**src/hw/rtl/lrm_pkg.sv**
```systemverilog
// Shared types and constants for the layer residency manager.
package lrm_pkg;

   localparam int DEF_MAX_LAYERS = 64;

   localparam int FUNC_W     = 2;
   localparam int IDX_IN_W   = 6;
   localparam int SIZE_W     = 48;
   localparam int CNT_W      = 7;
   localparam int BYTES_W    = 54;
   localparam int REQ_DATA_W = 56;
   localparam int RSP_DATA_W = 80;
   localparam int RSP_PAD_W  = RSP_DATA_W - (1 + 3 * CNT_W + BYTES_W);

   localparam int CSR_AW = 3;
   localparam int CSR_DW = 32;

   localparam logic [BYTES_W-1:0] BYTES_MAX   = {BYTES_W{1'b1}};
   localparam logic [CNT_W-1:0]   LC_RESET    = 7'd32;
   localparam logic [CNT_W-1:0]   LIMIT_RESET = 7'd4;

   localparam logic REG_LAYER_COUNT    = 1'b0;
   localparam logic REG_RESIDENT_LIMIT = 1'b1;

   typedef enum logic [FUNC_W-1:0] {
      FN_REGISTER = 2'd0,
      FN_LOAD     = 2'd1,
      FN_UNLOAD   = 2'd2,
      FN_ADVANCE  = 2'd3
   } func_type;

   // broadcast to every cell: rotate the ring, or write one entry at rest
   typedef struct packed {
      logic              shift;
      logic              wr_en;
      logic              size_en;
      logic [CNT_W-1:0]  addr;
      logic              mark;
      logic [SIZE_W-1:0] size;
   } cell_ctl_type;

   typedef struct packed {
      logic             clear;
      logic             step;
      logic [CNT_W-1:0] n;
      logic [CNT_W-1:0] pos;
      logic [CNT_W-1:0] tgt;
   } tally_ctl_type;

   typedef struct packed {
      logic [CNT_W-1:0]   cnt;
      logic [BYTES_W-1:0] bytes;
      logic [CNT_W-1:0]   victim;
      logic               tgt_mark;
      logic [SIZE_W-1:0]  tgt_size;
   } tally_res_type;

endpackage

```
**src/hw/rtl/lrm_cell.sv**
```systemverilog
// One table entry of the rotating ring: layer size and resident mark.
module lrm_cell #(
   parameter int CELL_IDX = 0
) (
   input  logic                         clock,
   input  logic                         reset,
   input  lrm_pkg::cell_ctl_type        ctl,
   input  logic [lrm_pkg::SIZE_W-1:0]   next_size,
   input  logic                         next_mark,
   output logic [lrm_pkg::SIZE_W-1:0]   size_q,
   output logic                         mark_q
);
   import lrm_pkg::*;

   logic [SIZE_W-1:0] size_ff, size_in;
   logic              mark_ff, mark_in;
   logic              hit;

   assign hit = ctl.wr_en && (int'(ctl.addr) == CELL_IDX);

   always_comb begin
      size_in = size_ff;
      mark_in = mark_ff;
      if (ctl.shift) begin
         size_in = next_size;
         mark_in = next_mark;
      end else if (hit) begin
         mark_in = ctl.mark;
         if (ctl.size_en) begin
            size_in = ctl.size;
         end
      end
   end

   always_ff @(posedge clock) begin
      if (reset) begin
         size_ff <= '0;
         mark_ff <= 1'b0;
      end else begin
         size_ff <= size_in;
         mark_ff <= mark_in;
      end
   end

   assign size_q = size_ff;
   assign mark_q = mark_ff;

endmodule

```
**config.mk**
```make
export PLATFORM = sky130hd
export DESIGN_NAME = lrm_cell
export DESIGN_NICKNAME = d
export VERILOG_FILES = /design/src/hw/rtl/lrm_pkg.sv /design/src/hw/rtl/lrm_cell.sv
export SDC_FILE = /design/constraint.sdc
export NUM_CORES = 1
export LEC_CHECK = 0
export CAP_MARGIN = 10
export CORE_UTILIZATION = 65
export DETAILED_ROUTE_END_ITERATION = 10
export DONT_BUFFER_PORTS = 1
export GPL_ROUTABILITY_DRIVEN = 0
export PLACE_DENSITY = 0.88
export SETUP_SLACK_MARGIN = 0.3
export SYNTH_ARGS = -nofsm -noshare
export SYNTH_HDL_FRONTEND = slang
export SYNTH_SLANG_ARGS = --single-unit
```
**constraint.sdc**
```tcl
create_clock -name clock -period 2.7 [get_ports clock]
set_input_delay 0.405 -clock clock [delete_from_list [all_inputs] [get_ports clock]]
set_output_delay 0.405 -clock clock [all_outputs]
set_load 0.01 [all_outputs]
```
==> metrics.md, run 1 <==
| Metric | Value |
|---|---|
| Status | finished clean |
| Yosys top cell by area | dfxtp_1 |
| Post-Synthesis Cells | 350 |
| Area grow syn2layout | 1.10% |
| Final hold viol count | 0 |
| Synth warnings | 0 |
| Power Density | 469 nW/um^2 |
| DR vias | 2916 |
| Worst R2R Setup Slack | 1.84 ns |
| Die extent in x | ~72 um |
| Clock Skews | 0 ns |
| Largest net degree at the start of global routing | 102 |
| Slew Limit Fails | 0 |
| Sequential area share after synthesis | 30.9% |
| CP required | between 2 and 3 ns |
| Vias/cell | 7.63 |
| Maxcap violations | 0 |
| Grt ovf | 0 |
| Nets | 424 |
| Post-Syn Nets | 460 |
| Max incr delay on CP | 0.54 ns |
| Initial antenna violation count | 0 |
| Crit Path Class | in2reg |
| Hold buffer count at cts | 0 |
| Routed len/inst | 21.5 um |
| Slew @ Worst Pin | 0.535 ns |
| Worst vdd ir | 0.000315 V |
| Fmax | 0.579 GHz |
| Initial Utilization | roughly two thirds |
| Max Buffers Root-to-Sink | 2 |
| Fillers | 386 |
| HP Class | in2reg |
| Final period utilization | between 60% and 70% |
| Post-DP HPWL | around 5000 um |
| WP data arrival | roughly 1.9 ns |
| Crit Path Max Fanout | 40 |
| Total Routing Usage GR | around 30% |
| Antenna diodes | 0 |
| Drt drc | 0 |
| Vias in the first global route | 2782 |
| Row cnt | 25 |
| Synth Register Bits | 49 |
| First-pass iteration count of the detailed router | 4 |
| Setup Buffers After CTS | 0 |
| Top cell type's share of synthesized area | 30.9% |
| CP cell instances | or4b_1 -> or2_2 -> buf_4 -> o221ai_1 |
| Min Tclk post-route | 1.73 ns |
| CTS tree | done |
| Slew headroom | 64.4% |
| First-pass GRT wire length | 12600 um |
| Core area | approximately 4700 sq um |
| Clock-pin slew of the registers on the worst-case setup and hold paths | ~0.09 ns |
| TNS Setup | 0 ns |
| H-tree levels | 2 |
| Core Util, Final | 68.0% |
| Largest cells by area after synthesis | dfxtp_1 31%, mux2_2 17%, a22oi_1 11%, o211ai_1 11%, o221ai_1 10% |
| Final WL | approximately 8200 um |
| Crit start category | input port |
| Unrepaired setup endpoints after global routing | false |
| Leakage | 0.969 nW |
| CP max-delay cell | or4b_1 |
| Layout cells sized above 1 | about a quarter |
| Die Area | 5170 sq um |
| TritonCTS Buffers | 5 |
| Worst skew pair latency | 0.29 ns |
| Number of DRC markers in iteration 0 | 238 |
| Synth cell types | 20 |
| Die Y | 71.9 um |
| Input/output buffers | 0 |
| Ports | 159 |
| Routed Antenna Nets | 0 |
| Setup crit end kind | register |
| Final setup fails | 0 |
| Syn Area/Cell | 9.08 sq um |
| Post-cts sizing count | 0 |
| Clock sink count | 49 |
| Clk root buf | clkbuf_8 |
| Synth Cell Area | 3180 sq um |
routing by layer:
layer / global-route usage [%] / up-vias / share of wire [%]
li1: - / 1327 / -
met1: 33.9 / 1396 / 37
met2: 51.7 / 181 / 51
met3: 10.1 / 12 / 11
met4: 12.9 / 0 / 1.2
met5: 0 / - / 0
sequential cells by signal, summed over array words and instances, names as in the netlist:
name,flops
mark_q,1
size_q,48
cell type report:
type                            instances  area, sq um  share of cell area, %
Multi-Input combinational cell        250         2010                   62.5
Clock buffer                            6         72.6                   2.26
Timing Repair Buffer                    7         52.6                   1.64
Inverter                                1         3.75                  0.117
Sequential cell                        49          981                   30.5
Clock inverter                          2         10.0                  0.312
Tap cell                               67         83.8                   2.61
stage by stage:
step / setup WS, ns / area (sq um) / total power [W] / hold slack [ns] / std cells
2_1_floorplan: 0.796 / 3180 / 0.00109 / 0.569 / 350
5_1_grt: 0.907 / 3210 / 0.00157 / 0.238 / 382
3_3_place_gp: 0.717 / 3130 / 0.00109 / 0.553 / 374
4_1_cts: 0.985 / 3210 / 0.00152 / 0.234 / 382
6_report: 0.972 / 3210 / 0.00151 / 0.252 / 382
3_5_place_dp: 0.666 / 3130 / 0.00110 / 0.557 / 374
placed cells by master, fill, tap and decap left out, types with 2 or more instances in the layout:
cell,n
dfxtp_1,49
a22oi_1,48
mux2_2,48
nand2_1,48
o211ai_1,48
o221ai_1,38
o221ai_2,10
buf_4,7
clkbuf_8,5
nor2_4,2
clkinv_2,2
power by group:
part	leakage, nW	switching, W	internal [W]
Combinational	0.518	0.000104	0.000129
Clock	0.0450	0.000241	0.000180
Sequential	0.405	0.0000755	0.000776
Total	0.969	0.000420	0.00109
synthesized netlist by cell type:
library cell / instances
nand2_1: 48
a21oi_1: 1
buf_1: 1
o211ai_1: 48
nor2_1: 3
mux2_2: 48
o311a_1: 1
o221ai_1: 38
buf_6: 2
buf_2: 3
o221ai_2: 10
or4_1: 1
or4b_1: 1
nor2b_1: 1
or2_1: 1
inv_1: 1
clkbuf_1: 44
dfxtp_1: 49
o21ai_0: 1
a22oi_1: 48
worst max-delay path, delay by kind of cell:
family / cells / cell delay, ns
AND/OR/NAND/NOR: 2 / 0.99
buffers and inverters: 1 / 0.33
AO/OA/AOI/OAI: 1 / 0.22
cell families (layout without fill, tap and decap cells):
kind of cell / after synthesis / in the layout / synth area share (%)
AOI/OAI and AO/OA: 147 / 147 / 38.5
and+or+nand+nor: 55 / 55 / 6.97
muxes: 48 / 48 / 17.0
buffers and inverters: 51 / 16 / 6.62
DFF: 49 / 49 / 30.9
worst paths after layout:
path,cells past startpoint,from,endpoint
setup / recovery,4,ctl[54],size_q[14]
hold / removal,1,reset,size_q[34]
setup reg to reg,2,size_q[29],size_q[29]
hold reg to reg,2,size_q[23],size_q[23]
(Power assumes the default switching activity.)
==> inputs of run 2 (changes only) <==
Settings changed: CORE_UTILIZATION 65 to 58, PLACE_DENSITY 0.88 to 0.83.
Clock period 2.7 ns to 1.5 ns, I/O delays scaled along.
==> run 2 against run 1 <==
  * Clock power rose to 2.7 times the previous value
  * Combinational power rose by 86%
  * Worst hold slack got worse by 0.19 ns
  * Largest cell class unchanged
==> metrics.md, run 2 (same netlist as run 1, synthesis figures left out) <==
| Metric | Value |
|---|---|
| Status | finished clean |
| Worst vdd ir | 0.000577 V |
| Area grow syn2layout | 5.83% |
| CP required | 1.72 ns |
| Drt drc | 0 |
| CP max-delay cell | or4_4 |
| Most frequent cells in the layout | 49 x dfxtp_1, 48 x a22oi_1, 48 x mux2_2, 48 x nand2_1, 48 x o211ai_1 |
| Kind of cell adding the most delay to the critical path | simple AND/OR/NAND/NOR gates |
| Slew headroom | 77.7% |
| Crit Path Max Fanout | 9 |
| Worst R2R Setup Slack | 0.66 ns |
| Hold Path End | size_q[34] |
| Fmax | 0.834 GHz |
| Crit start category | input port |
| Clock-pin slew of the registers on the worst-case setup and hold paths | approximately 0.1 ns |
| Number of flip-flops in the largest register | 48 |
| Clock Skews | 0 ns |
| Final period utilization | 79.9% |
| Clk root buf | clkbuf_8 |
| First-pass GRT wire length | 13600 um |
| Die Area | 5780 sq um |
| WP data arrival | 1.42 ns |
| Vias/cell | 7.43 |
| Routed len/inst | 21.6 um |
| Multi-input gate area | 2020 sq um |
| Seq. cell area | a little under 1000 sq um |
| Power Density | 918 nW/um^2 |
| Final hold viol count | 0 |
| HP Class | in2reg |
| Setup crit end kind | register |
| Max Buffers Root-to-Sink | 2 |
| Input/output buffers | 0 |
| Largest net degree at the start of global routing | 102 |
| R2r worst-path depth | 2 |
| Final WL | 8490 um |
| TritonCTS Buffers | 5 |
| Layout cells sized above 1 | a little over a quarter |
| Grt met1 use | a little over a third |
| Setup Buffers After CTS | 0 |
| Nets | 431 |
| Row cnt | 26 |
| GRT busiest layer | met2 |
| Maxcap violations | 0 |
| DR vias | ~3k |
| Crit Path Class | in2reg |
| Min Tclk post-route | 1.20 ns |
| Core area | around 5200 sq um |
| Crit Reg-Reg Startpoint | size_q[16] |
| CTS tree | done |
| Fillers | ~440 |
| Initial Utilization | 61.0% |
| Finished Layout Cells | just under 400 |
| Slew @ Worst Pin | ~0.33 ns |
| Number of DRC markers in iteration 0 | 212 |
| Met2 Use GR | 45.5% |
| Final instance area | 3360 sq um |
| Max incr delay on CP | 0.54 ns |
| Worst skew pair latency | just under 0.3 ns |
| H-tree levels | 2 |
| Routed Antenna Nets | 0 |
| Unrepaired setup endpoints after global routing | true |
| Slew Limit Fails | 0 |
| Die extent in x | around 76 um |
| Commonest non-fill, non-tap cell in the layout | dfxtp_1 |
| Met3 usage | 8.98% |
| Grt ovf | 0 |
| CP cell instances | or4_4 -> or2_4 -> buf_4 -> o221ai_1 |
| Die Y | roughly 76 um |
| Core Util, Final | around 65% |
| Final setup fails | 0 |
| Post-DP HPWL | 5470 um |
| Ports | 159 |
| Worst Path Buf+Inv | 1 |
| WHS Path Cells | 1 |
| Clock sink count | 49 |
| DP Area | 3190 sq um |
| Initial antenna violation count | 1 |
| Post-Place Cells | about 380 |
| First-pass iteration count of the detailed router | 4 |
| Total Routing Usage GR | 28.2% |
| Leakage | 1.04 nW |
| Vias in the first global route | approximately 2.8k |
| FF-to-FF End | size_q[16] |
| Min-Delay Startpoint | reset |
## run 2: cell count changes in the layout (fill, tap and decap cells not counted), sizes merged
cell	change
clkbuf	-1
buf	+7
diode	+1
clkinv	-1
bufinv	+2
## run 2: area by class of cell
class                           count  share of cell area, %
Multi-Input combinational cell    250                   60.2
Sequential cell                    49                   29.2
Timing Repair Buffer               14                   3.83
Tap cell                           70                   2.61
Clock buffer                        5                   2.05
Clock inverter                      3                   1.94
Inverter                            1                  0.112
Antenna cell                        1                 0.0744
## run 2: stage by stage
| step | setup WS, ns | setup TNS (ns) | hold slack [ns] | power (W) |
|---|---|---|---|---|
| floorplan | -0.213 | -4.09 | 0.389 | 0.00196 |
| global placement | -0.113 | -3.89 | 0.373 | 0.00198 |
| detailed placement | -0.182 | -5.59 | 0.378 | 0.00199 |
| CTS | 0.304 | 0 | 0.0522 | 0.00310 |
| global route | 0.291 | 0 | 0.0378 | 0.00322 |
| finish | 0.301 | 0 | 0.0644 | 0.00309 |
## run 2: worst max-delay path by stage
stage,from,endpoint,depth (start not counted)
floorplan,ctl[54],mark_q,6
global placement,ctl[50],size_q[9],4
detailed placement,ctl[50],size_q[16],4
CTS,ctl[50],size_q[16],4
global route,ctl[50],size_q[18],4
finish,ctl[50],size_q[46],4
## run 2: where the power goes
part,switching (W),internal (W),leakage (nW)
Clock,0.000453,0.000663,0.0681
Sequential,0.000139,0.00140,0.405
Combinational,0.000191,0.000243,0.566
Total,0.000783,0.00230,1.04
## run 2: what timing repair did
item | in CTS | in global routing
endpoints found under the setup margin | 49 | 8
resized for setup | 7 | 3
pin swaps | 1 | 1
hold buffers | 0 | 0
endpoints found under the hold margin | 0 | 0
## run 2: routing by layer
layer  part of all wire [%]  wire length (um)  up-vias
met1                     39              3340     1385
met4                    2.3               197        0
met3                     10               855       21
met2                     48              4100      172
li1                       -                 -     1341
met5                      0                 0        -
