## config.mk

```make
export PLATFORM = sky130hd
export DESIGN_NAME = lrm_tally
export DESIGN_NICKNAME = d
export VERILOG_FILES = /design/src/hw/rtl/lrm_pkg.sv /design/src/hw/rtl/lrm_tally.sv
export SDC_FILE = /design/constraint.sdc
export NUM_CORES = 1
export LEC_CHECK = 0
export ABC_AREA = 1
export BUFFER_PORTS_ARGS = -buffer_cell sky130_fd_sc_hd__buf_2
export CORE_ASPECT_RATIO = 1.1
export CORE_UTILIZATION = 45
export CTS_BUF_LIST = sky130_fd_sc_hd__clkbuf_2
export DETAILED_ROUTE_END_ITERATION = 8
export PLACE_DENSITY = 0.7
export RECOVER_POWER = 25
export SYNTH_ARGS = -nofsm -noshare
export SYNTH_HDL_FRONTEND = slang
export SYNTH_SLANG_ARGS = --single-unit
```

## constraint.sdc

```tcl
create_clock -name clock -period 3.4 [get_ports clock]
set_input_delay 0.68 -clock clock [delete_from_list [all_inputs] [get_ports clock]]
set_output_delay 0.68 -clock clock [all_outputs]
set_load 0.1 [all_outputs]
```

## src/hw/rtl/lrm_pkg.sv

```systemverilog
// Shared types and constants for the layer residency manager.
package lrm_pkg;

   localparam int DEF_MAX_LAYERS = 64;

   localparam int FUNC_W     = 2;
   localparam int IDX_IN_W   = 6;
   localparam int SIZE_W     = 48;
   localparam int CNT_W      = 7;
   localparam int BYTES_W    = 54;
   localparam int REQ_DATA_W = 56;
   localparam int RSP_DATA_W = 80;
   localparam int RSP_PAD_W  = RSP_DATA_W - (1 + 3 * CNT_W + BYTES_W);

   localparam int CSR_AW = 3;
   localparam int CSR_DW = 32;

   localparam logic [BYTES_W-1:0] BYTES_MAX   = {BYTES_W{1'b1}};
   localparam logic [CNT_W-1:0]   LC_RESET    = 7'd32;
   localparam logic [CNT_W-1:0]   LIMIT_RESET = 7'd4;

   localparam logic REG_LAYER_COUNT    = 1'b0;
   localparam logic REG_RESIDENT_LIMIT = 1'b1;

   typedef enum logic [FUNC_W-1:0] {
      FN_REGISTER = 2'd0,
      FN_LOAD     = 2'd1,
      FN_UNLOAD   = 2'd2,
      FN_ADVANCE  = 2'd3
   } func_type;

   // broadcast to every cell: rotate the ring, or write one entry at rest
   typedef struct packed {
      logic              shift;
      logic              wr_en;
      logic              size_en;
      logic [CNT_W-1:0]  addr;
      logic              mark;
      logic [SIZE_W-1:0] size;
   } cell_ctl_type;

   typedef struct packed {
      logic             clear;
      logic             step;
      logic [CNT_W-1:0] n;
      logic [CNT_W-1:0] pos;
      logic [CNT_W-1:0] tgt;
   } tally_ctl_type;

   typedef struct packed {
      logic [CNT_W-1:0]   cnt;
      logic [BYTES_W-1:0] bytes;
      logic [CNT_W-1:0]   victim;
      logic               tgt_mark;
      logic [SIZE_W-1:0]  tgt_size;
   } tally_res_type;

endpackage

```

## src/hw/rtl/lrm_tally.sv

```systemverilog
// Head-of-ring accumulator: resident count, byte sum, victim search, target capture.
module lrm_tally #(
   parameter int MAX_LAYERS = lrm_pkg::DEF_MAX_LAYERS
) (
   input  logic                                             clock,
   input  lrm_pkg::tally_ctl_type                           ctl,
   input  logic [((MAX_LAYERS > 1) ? $clog2(MAX_LAYERS) : 1)-1:0] entry_idx,
   input  logic [lrm_pkg::SIZE_W-1:0]                       entry_size,
   input  logic                                             entry_mark,
   output lrm_pkg::tally_res_type                           res
);
   import lrm_pkg::*;

   localparam int IDX_W = (MAX_LAYERS > 1) ? $clog2(MAX_LAYERS) : 1;
   localparam int DW    = (IDX_W > CNT_W) ? IDX_W : CNT_W;

   logic [CNT_W-1:0]   cnt_ff, cnt_in;
   logic [BYTES_W-1:0] bytes_ff, bytes_in;
   logic               found_ff, found_in;
   logic [DW-1:0]      best_ff, best_in;
   logic [CNT_W-1:0]   victim_ff, victim_in;
   logic               tmark_ff, tmark_in;
   logic [SIZE_W-1:0]  tsize_ff, tsize_in;

   logic               counted;
   logic               is_tgt;
   logic [DW-1:0]      pos_e, idx_e, span;
   logic [BYTES_W:0]   sum;

   assign counted = entry_mark && (int'(entry_idx) < int'(ctl.n));
   assign is_tgt  = int'(entry_idx) == int'(ctl.tgt);
   assign pos_e   = DW'(ctl.pos);
   assign idx_e   = DW'(entry_idx);
   assign span    = (pos_e > idx_e) ? (pos_e - idx_e) : (idx_e - pos_e);
   assign sum     = {1'b0, bytes_ff} + (BYTES_W + 1)'(entry_size);

   always_comb begin
      cnt_in    = cnt_ff;
      bytes_in  = bytes_ff;
      found_in  = found_ff;
      best_in   = best_ff;
      victim_in = victim_ff;
      tmark_in  = tmark_ff;
      tsize_in  = tsize_ff;
      if (ctl.clear) begin
         cnt_in   = '0;
         bytes_in = '0;
         found_in = 1'b0;
         best_in  = '0;
         tmark_in = 1'b0;
         tsize_in = '0;
      end else if (ctl.step) begin
         if (counted) begin
            cnt_in   = cnt_ff + 1'b1;
            bytes_in = (sum > (BYTES_W + 1)'(BYTES_MAX)) ? BYTES_MAX : sum[BYTES_W-1:0];
            // strict compare keeps the lowest index on equal distance
            if (!found_ff || (span > best_ff)) begin
               found_in  = 1'b1;
               best_in   = span;
               victim_in = CNT_W'(entry_idx);
            end
         end
         if (is_tgt) begin
            tmark_in = entry_mark;
            tsize_in = entry_size;
         end
      end
   end

   always_ff @(posedge clock) begin
      cnt_ff    <= cnt_in;
      bytes_ff  <= bytes_in;
      found_ff  <= found_in;
      best_ff   <= best_in;
      victim_ff <= victim_in;
      tmark_ff  <= tmark_in;
      tsize_ff  <= tsize_in;
   end

   assign res.cnt      = cnt_ff;
   assign res.bytes    = bytes_ff;
   assign res.victim   = victim_ff;
   assign res.tgt_mark = tmark_ff;
   assign res.tgt_size = tsize_ff;

endmodule

```

==> impl_metrics.env, run 1 <==
export IMPL_status="finished clean"
export IMPL_timing_rr_end="bytes_ff[16]$_SDFFE_PP0P_"
export IMPL_setup_tns_ns=0
export IMPL_h_tree_depth=4
export IMPL_rows=56
export IMPL_slew_headroom_pct=7.86
export IMPL_final_nets=2012
export IMPL_clockBufferDepth=2
export IMPL_synth_edff_count=6
export IMPL_cts_buffers=17
export IMPL_grt_use_total_pct=30.2
export IMPL_die_area_um2=22700
export IMPL_max_freq_mhz=328
export IMPL_antenna_found_initial=1
export IMPL_wl_per_cell_um=15.5
export IMPL_seq_area_frac_synth_pct=25.6
export IMPL_drt_first_pass_iters=7
export IMPL_ys_ff_latch=124
export IMPL_coreArea_um2=21500
export IMPL_path_class="input port to register"
export IMPL_hold_path_class="input port to register"
export IMPL_final_max_slew_viol_count=0
export IMPL_setup_viol=0
export IMPL_cts_resized=0
export IMPL_placed_cell_area_um2=11500
export IMPL_port_buffers=194
export IMPL_crit_required_ns=4.08
export IMPL_syn_area_um2=9950
export IMPL_drv_cap=0
export IMPL_cts_clk_slew_worst_paths_ns=0.26
export IMPL_hold_viol=0
export IMPL_routed_wl_um=33600
export IMPL_die_x_um=144
export IMPL_drtIter0Drc=687
export IMPL_critPathMaxFanout=42
export IMPL_syn_inst=1633
export IMPL_synth_ff_type="dfxtp_1"
export IMPL_synth_top_cell_area_share_pct=23.7
export IMPL_hp_start="entry_size[12]"
export IMPL_crit_arrival_ns=3.73
export IMPL_r2r_setup_slack_ns=0.88
export IMPL_cts_tree="built"
export IMPL_cp_end_kind="register"
export IMPL_r2r_cells=10
export IMPL_holdWs_ns=0.180
export IMPL_clock_tree_root_cell="clkbuf_2"
export IMPL_via_per_inst=4.94
export IMPL_syn_nets=1788
export IMPL_start_kind="input port"
export IMPL_gp_congestion=0.977
export IMPL_holdPathEnd="tsize_ff[12]$_SDFFE_PP0P_"
export IMPL_numClockSinks=124
export IMPL_fin_crit_sh_pct=89.7
export IMPL_final_design_area_no_fill_um2=11700
export IMPL_die_h_um=158
export IMPL_grt_pass1_vias=9906
export IMPL_hold_buffers=0
export IMPL_vias=10700
export IMPL_worstMarginPinSlew_ns=1.38
export IMPL_syn_avg_cell_area_um2=6.09
export IMPL_grt_overflow_total=0
export IMPL_ys_warn_count=0
export IMPL_synthTopCellsByArea="dfxtp_1, nand2_1, inv_1"
export IMPL_power_density_nw_per_um2=376
export IMPL_ir_worst_vdd_mv=0.216
export IMPL_dp_slack_ns=-0.409
export IMPL_yosysTopAreaCell="dfxtp_1"
export IMPL_detailed_place_hpwl_um=27700
export IMPL_rsz0062_at_grt="no"
export IMPL_grt_pass1_wl_um=51800
export IMPL_dpl_cell_count=2128
export IMPL_drive_gt1_share_pct=16.7
export IMPL_synthArstFlopShare_pct=0
export IMPL_synthToLayoutAreaGrowth_pct=17.6
export IMPL_min_path_cells=3
export IMPL_start_util_pct=46.3
export IMPL_cts_setup_buffers=0
export IMPL_p_leak_nw=6.56
export IMPL_worstSkewPairLatency_ns=0.78
export IMPL_min_period_ns=3.05
export IMPL_io_pins=196
export IMPL_layout_cells_non_filler=2161
export IMPL_skew_ns=0.0761
export IMPL_ant_nets=0
export IMPL_timing_rr_start="bytes_ff[41]$_SDFFE_PP0P_"
export IMPL_yosysUniqueCellTypes=51
export IMPL_grt_start_max_net_pins=57
export IMPL_worst_slack_ns=0.350
export IMPL_remaining_drc_errors=0
==> critical path, cell delays in order <==
cell      delay (ns)
clkbuf_1        0.14
clkbuf_1        0.19
ha_1            0.27
a21o_1          0.16
a22oi_1         0.18
nand2_1         0.09
nor2_1          0.62
clkbuf_2        0.78
nand4_1         0.29
o21ai_0         0.25
a21oi_1         0.05
==> cell usage in the layout, fill, tap and decap left out, types with 19 or more instances in the layout <==
master	synthesis	final
nand2_1	469	469
inv_1	283	284
nor2_1	207	207
buf_2	6	190
dfxtp_1	118	118
o21ai_0	108	109
a21oi_1	90	89
ha_1	73	73
nand3_1	67	67
buf_4	2	37
xnor2_1	25	25
xor2_1	20	20
clkbuf_2	1	19
==> report_power, final <==
part           internal [mW]  switching [mW]
logic                  0.519            1.30
registers               1.54          0.0542
clock network          0.233           0.762
total                   2.29            2.11
==> sequential cells by signal, indices dropped and copies added (netlist names) <==
| register | cells |
|---|---|
| best_ff | 7 |
| bytes_ff | 54 |
| cnt_ff | 7 |
| found_ff | 1 |
| tmark_ff | 1 |
| tsize_ff | 48 |
| victim_ff | 6 |
==> synth_stat cells, types with 4 or more instances <==
library cell  instances
clkbuf_1             26
inv_2                 6
nor2_1              207
o21bai_2             10
nand3b_1              6
o21a_1               10
nand3_1              67
buf_2                 6
nand2_1             469
dfxtp_1             118
xor2_1               20
nor2_2                5
o21ai_0             108
o21ai_1               6
ha_1                 73
nand2_2              12
xnor2_1              25
o21bai_1              8
a21o_1                4
a21oi_1              90
edfxtp_1              6
inv_1               283
nand4_1              17
nor3_1               11
==> cell families after synthesis <==
logic type      Yosys count  synth area share, %
simple gates            812                 33.8
buf+inv                 329                 12.8
compound gates          246                 14.1
flops                   124                 25.6
fa+ha+maj                76                 9.78
xor+xnor                 45                 3.96
other cells               1               0.0377
==> layout make-up <==
cell class	count	area (µm²)
Antenna cell	1	2.50
Clock buffer	17	85.1
Clock inverter	15	144
Fill cell	2334	9810
Inverter	291	1090
Multi-Input combinational cell	1180	6130
Sequential cell	124	2540
Tap cell	290	363
Timing Repair Buffer	243	1340
==> metal layers <==
layer	vias to the layer above	wire, µm	track usage [%]
met4	0	1010	11.6
li1	5539	-	-
met3	57	1740	4.96
met2	293	15400	50.5
met5	-	0	0
met1	4793	15400	38.7
==> stage by stage <==
step | power, mW | util, %
after CTS | 4.43 | 54.7
after global placement | 3.42 | 53.6
after floorplan | 2.94 | -
after global routing | 4.68 | 54.4
after detailed placement | 3.43 | 53.6
final | 4.40 | 54.4
==> how the worst max path moves through the flow <==
stage / start / endpoint / slack (ns) / depth (start not counted)
final: entry_idx[4] / cnt_ff[3]$_SDFFE_PP0P_ / 0.35 / 11
after global placement: ctl[7] / victim_ff[2]$_DFFE_PP_ / -0.35 / 21
after CTS: ctl[7] / victim_ff[1]$_DFFE_PP_ / 0.47 / 21
after global routing: ctl[12] / victim_ff[0]$_DFFE_PP_ / 0.13 / 17
after floorplan: ctl[9] / victim_ff[0]$_DFFE_PP_ / 0.004 / 18
after detailed placement: ctl[7] / victim_ff[1]$_DFFE_PP_ / -0.41 / 21
Power figures use the tool's default switching activity.
==> inputs of run 2 (changes only) <==
CORE_MARGIN = 2   (was not set)
PLACE_DENSITY = not set   (was 0.7)
PLACE_DENSITY_LB_ADDON = 0.12   (was not set)
clock period = 3.8 ns   (was 3.4 ns; I/O delays follow)
==> run 2 against run 1 <==
Routed wire length fell by 6.8%. Flip-flop and latch count did not move. Global-route usage fell by 3.2 points. Register-to-register slack improved by 0.31 ns. Sequential share of layout area rose by 0.40 points. Worst setup slack improved by 0.35 ns. Combinational power fell by 15%. Critical path depth rose by 9. Critical endpoint is now victim_ff[1]$_DFFE_PP_.
==> impl_metrics.env, run 2 (synthesized netlist as in run 1, its figures left out) <==
export IMPL_drt_first_pass_iters=8
export IMPL_via_per_inst=4.87
export IMPL_largest_reg_flops=54
export IMPL_status="finished clean"
export IMPL_slew_headroom_pct=23.5
export IMPL_regMostFlops="bytes_ff"
export IMPL_rows=57
export IMPL_die_h_um=160
export IMPL_layout_commonest_cell="nand2_1"
export IMPL_placed_cell_area_um2=11300
export IMPL_power_mw=3.96
export IMPL_grt_start_max_net_pins=56
export IMPL_cts_buffers=17
export IMPL_die_x_um=146
export IMPL_max_freq_mhz=323
export IMPL_utilization_pct=52.5
export IMPL_numClockSinks=124
export IMPL_reg_top3="bytes_ff: 54 flops, tsize_ff: 48 flops"
export IMPL_crit_arrival_ns=3.56
export IMPL_path_class="input port to register"
export IMPL_hold_buffers=0
export IMPL_io_pins=196
export IMPL_synthToLayoutAreaGrowth_pct=15.5
export IMPL_gp_congestion=0.956
export IMPL_start_util_pct=45.4
export IMPL_grt_overflow_total=0
export IMPL_die_area_um2=23300
export IMPL_ant_nets=0
export IMPL_clockBufferDepth=2
export IMPL_final_design_area_no_fill_um2=11500
export IMPL_worstSkewPairLatency_ns=0.77
export IMPL_setup_viol=0
export IMPL_hold_path_class="input port to register"
export IMPL_drtIter0Drc=550
export IMPL_worstMarginPinSlew_ns=1.15
export IMPL_start_kind="input port"
export IMPL_critPathMaxFanout=6
export IMPL_crit_required_ns=4.27
export IMPL_drive_gt1_share_pct=15.4
export IMPL_routed_wl_um=31300
export IMPL_fin_crit_sh_pct=81.5
export IMPL_vias=10400
export IMPL_ir_worst_vdd_mv=0.198
export IMPL_final_cell_mix="nand2_1, inv_1, nor2_1"
export IMPL_p_leak_nw=6.42
export IMPL_detailed_place_hpwl_um=25600
export IMPL_cp_end_kind="register"
export IMPL_grt_pass1_vias=9906
export IMPL_antenna_found_initial=1
export IMPL_final_max_slew_viol_count=0
export IMPL_h_tree_depth=4
export IMPL_hold_viol=0
export IMPL_min_period_ns=3.10
export IMPL_port_buffers=194
export IMPL_grt_use_total_pct=27.1
export IMPL_rsz0062_at_grt="no"
export IMPL_cts_resized=0
export IMPL_nFillCells=2394
export IMPL_grt_pass1_wl_um=50500
export IMPL_power_density_nw_per_um2=345
export IMPL_coreArea_um2=21900
export IMPL_worst_slack_ns=0.703
export IMPL_dp_slack_ns=-0.0512
export IMPL_wl_per_cell_um=14.6
export IMPL_cts_setup_buffers=0
export IMPL_cts_clk_slew_worst_paths_ns=0.25
export IMPL_final_nets=1983
export IMPL_drv_cap=0
export IMPL_remaining_drc_errors=0
export IMPL_cts_tree="built"
export IMPL_skew_ns=0.0483
export IMPL_clock_tree_root_cell="clkbuf_2"
## run 2: report_power, final
group / switching (mW) / leakage, nW / internal, mW
registers: 0.0488 / 1.02 / 1.38
clock network: 0.613 / 0.143 / 0.376
logic: 1.12 / 5.26 / 0.422
total: 1.78 / 6.42 / 2.18
## run 2: worst paths after layout
kind                             startpoint                         to  slack (ns)  cells past startpoint
setup / recovery               entry_idx[1]     victim_ff[1]$_DFFE_PP_        0.70                     20
hold / removal               entry_size[27]  tsize_ff[27]$_SDFFE_PP0P_        0.22                      3
setup reg to reg  bytes_ff[36]$_SDFFE_PP0P_  bytes_ff[52]$_SDFFE_PP0P_        1.19                     12
hold reg to reg   tsize_ff[20]$_SDFFE_PP0P_  tsize_ff[20]$_SDFFE_PP0P_        0.50                      2
## run 2: critical path: stages
cell and delay [ns]:
clkbuf_1 0.25, inv_1 0.16, fa_1 0.43, nand3_1 0.11, a21oi_1 0.07, a211oi_1 0.22
xor2_1 0.18, nand2_1 0.06, nand2_1 0.08, inv_1 0.04, ha_1 0.28, nand2_1 0.07
nor2_1 0.14, nand2_1 0.07, o211ai_1 0.08, nand2_1 0.08, a21oi_1 0.17, inv_1 0.08
nor2_1 0.09, buf_4 0.16
## run 2: area by class of cell
cell class | instances | area [µm²] | area share (%)
clock inverter | 13 | 168 | 1.46
sequential | 124 | 2540 | 22.1
inverter | 291 | 1090 | 9.51
antenna | 2 | 5.00 | 0.0436
timing repair buffer | 214 | 1090 | 9.50
multi-input combinational | 1180 | 6120 | 53.3
tap | 295 | 369 | 3.21
clock buffer | 19 | 95.1 | 0.828
## run 2: stage by stage
stage,instances,setup TNS (ns),hold slack (ns)
3_3_place_gp,2104,0,0.456
3_5_place_dp,2104,-0.307,0.459
5_1_grt,2138,0,0.181
6_report,2138,0,0.216
4_1_cts,2136,0,0.176
2_1_floorplan,1633,0,0.441
## run 2: per-layer routing
layer / vias up / track usage, % / wire length [µm]
met3: 43 / 4.00 / 1620
met4: 0 / 8.11 / 733
met1: 4636 / 35.7 / 14400
met5: - / 0 / 0
li1: 5471 / - / -
met2: 253 / 45.8 / 14500
==> inputs of run 3 (changes only) <==
clock period = 3 ns   (was 3.8 ns; I/O delays follow)
==> run 3 against run 2 <==
The run now ends with capacitance limit, slew limit left. Register-to-register slack worse by 0.68 ns. Sequential share of layout area down 0.60 points. Clock-buffer cell count unchanged. Combinational power up 32%. Core utilization up 1.5 points. Critical path type unchanged. Final cell count up 1.4%. Non-clock buffer count up 32. Routed wire length up 1.5%. Worst setup slack worse by 0.53 ns. Final area up 2.8%. Die area unchanged.
==> impl_metrics.env, run 3 (synthesized netlist as in run 1, its figures left out) <==
export IMPL_remaining_drc_errors=0
export IMPL_drtIter0Drc=519
export IMPL_die_area_um2=23300
export IMPL_h_tree_depth=4
export IMPL_min_path_cells=3
export IMPL_grt_pass1_vias=10100
export IMPL_power_density_nw_per_um2=419
export IMPL_die_x_um=146
export IMPL_timing_rr_end="bytes_ff[50]$_SDFFE_PP0P_"
export IMPL_crit_arrival_ns=3.24
export IMPL_final_max_slew_viol_count=32
export IMPL_ir_worst_vdd_mv=0.238
export IMPL_violations="capacitance limit, slew limit"
export IMPL_coreArea_um2=21900
export IMPL_holdWs_ns=0.109
export IMPL_cp_end_kind="register"
export IMPL_setup_viol=0
export IMPL_largest_reg_flops=54
export IMPL_r2r_setup_slack_ns=0.51
export IMPL_antenna_found_initial=1
export IMPL_worstPathCellList="buf_2 -> inv_12 -> ha_4 -> inv_2 -> fa_2 -> nand3_2 -> a21oi_1 -> a211oi_2 -> xor2_1 -> nand2_1 -> nand2_1 -> inv_1 -> ha_1 -> nand2_1 -> nor2_2 -> nand2_1 -> o211ai_1 -> nand2_1 -> a21oi_2 -> inv_2 -> nor2_4"
export IMPL_timing_rr_start="bytes_ff[0]$_SDFFE_PP0P_"
export IMPL_numClockSinks=124
export IMPL_max_freq_mhz=354
export IMPL_wl_per_cell_um=14.6
export IMPL_start_util_pct=45.4
export IMPL_final_cell_mix="nand2_1, inv_1, nor2_1"
export IMPL_layout_commonest_cell="nand2_1"
export IMPL_grt_start_max_net_pins=109
export IMPL_grt_use_total_pct=27.4
export IMPL_crit_top_cell="nand2_1"
export IMPL_die_h_um=160
export IMPL_drt_first_pass_iters=5
export IMPL_routed_wl_um=31700
export IMPL_regMostFlops="bytes_ff"
export IMPL_skew_ns=0.0555
export IMPL_final_nets=2015
export IMPL_cts_clk_slew_worst_paths_ns=0.23
export IMPL_crit_required_ns=3.41
export IMPL_via_per_inst=4.86
export IMPL_clock_tree_root_cell="clkbuf_2"
export IMPL_p_leak_nw=6.56
export IMPL_cts_tree="built"
export IMPL_port_buffers=194
export IMPL_drv_cap=1
export IMPL_start_kind="input port"
export IMPL_slew_headroom_pct=-0.222
export IMPL_hold_path_class="input port to register"
export IMPL_gp_congestion=0.936
export IMPL_hold_buffers=0
export IMPL_reg_top3="bytes_ff: 54 flops, tsize_ff: 48 flops"
export IMPL_r2r_cells=14
export IMPL_power_mw=4.95
export IMPL_synthToLayoutAreaGrowth_pct=18.6
export IMPL_status="finished with violations"
export IMPL_grt_pass1_wl_um=51300
export IMPL_min_period_ns=2.82
export IMPL_detailed_place_hpwl_um=26300
export IMPL_utilization_pct=53.9
export IMPL_slowest_stage="fa_2"
export IMPL_fin_crit_sh_pct=94.1
export IMPL_hp_start="entry_size[6]"
export IMPL_grt_overflow_total=0
export IMPL_worstSkewPairLatency_ns=0.75
export IMPL_max_stage_delay_ns=0.39
export IMPL_holdPathEnd="tsize_ff[6]$_SDFFE_PP0P_"
export IMPL_path_class="input port to register"
export IMPL_ant_nets=0
export IMPL_vias=10500
export IMPL_cts_buffers=17
export IMPL_worstMarginPinSlew_ns=1.50
export IMPL_rows=57
export IMPL_hold_viol=0
export IMPL_critPathMaxFanout=6
export IMPL_io_pins=196
export IMPL_clockBufferDepth=2
export IMPL_drive_gt1_share_pct=17.7
run 3: cell types whose count changed in the layout (fill, tap and decap cells not counted), moves of 2 or more:
cell,change
buf_4,+30
clkinv_1,+2
clkinv_2,+2
ha_1,-6
ha_4,+6
inv_1,-6
inv_2,+4
inv_6,-2
nor2_1,-2
o21ai_0,-3
o21ai_1,+3
run 3: final cells by class:
class                      count  area, µm²
clock inverter                12        124
inverter                     291       1100
sequential                   124       2540
antenna                        1       2.50
multi-input combinational   1180       6220
tap                          295        369
clock buffer                  19       95.1
fill                        2355      10100
timing repair buffer         246       1340
run 3: where the power goes:
part	leakage, nW	switching, mW	internal (mW)
logic	5.41	1.45	0.600
registers	1.02	0.0621	1.74
clock network	0.130	0.716	0.376
run 3: worst max-delay path by stage:
stage                       from                      to  slack, ns  cells past startpoint
after global routing      ctl[7]  victim_ff[5]$_DFFE_PP_      -0.01                     21
after CTS                 ctl[7]  victim_ff[5]$_DFFE_PP_       0.16                     21
final                     ctl[7]  victim_ff[2]$_DFFE_PP_       0.18                     21
after floorplan           ctl[7]  victim_ff[0]$_DFFE_PP_      -0.23                     20
after global placement    ctl[7]  victim_ff[0]$_DFFE_PP_      -0.60                     21
after detailed placement  ctl[7]  victim_ff[5]$_DFFE_PP_      -0.63                     21
run 3: per-stage QoR:
| stage | TNS (ns) | area [µm²] | std cells | setup WS, ns |
|---|---|---|---|---|
| floorplan | -2.20 | 10100 | 1633 | -0.235 |
| global placement | -6.88 | 11600 | 2134 | -0.599 |
| detailed placement | -7.51 | 11600 | 2134 | -0.626 |
| CTS | 0 | 11800 | 2165 | 0.164 |
| global route | -0.0723 | 11800 | 2168 | -0.0121 |
| finish | 0 | 11800 | 2168 | 0.176 |
run 3: metal layers:
layer / vias up / track usage (%) / part of all wire (%)
met3: 49 / 4.06 / 5.1
met4: 0 / 10.5 / 3.1
met1: 4669 / 35.9 / 46
li1: 5525 / - / -
met5: - / 0 / 0
met2: 283 / 45.7 / 46
run 3: repair_timing:
item                                    CTS  global route
buffers inserted                          0             2
endpoints found under the setup margin    0            11
gates resized for setup                   0             2
run 3: critical path: cells and delay by family:
family / cells / cell delay, ns
xor+xnor: 1 / 0.18
simple gates: 8 / 0.76
buf+inv: 5 / 0.37
compound gates: 4 / 0.55
fa+ha+maj: 3 / 0.78
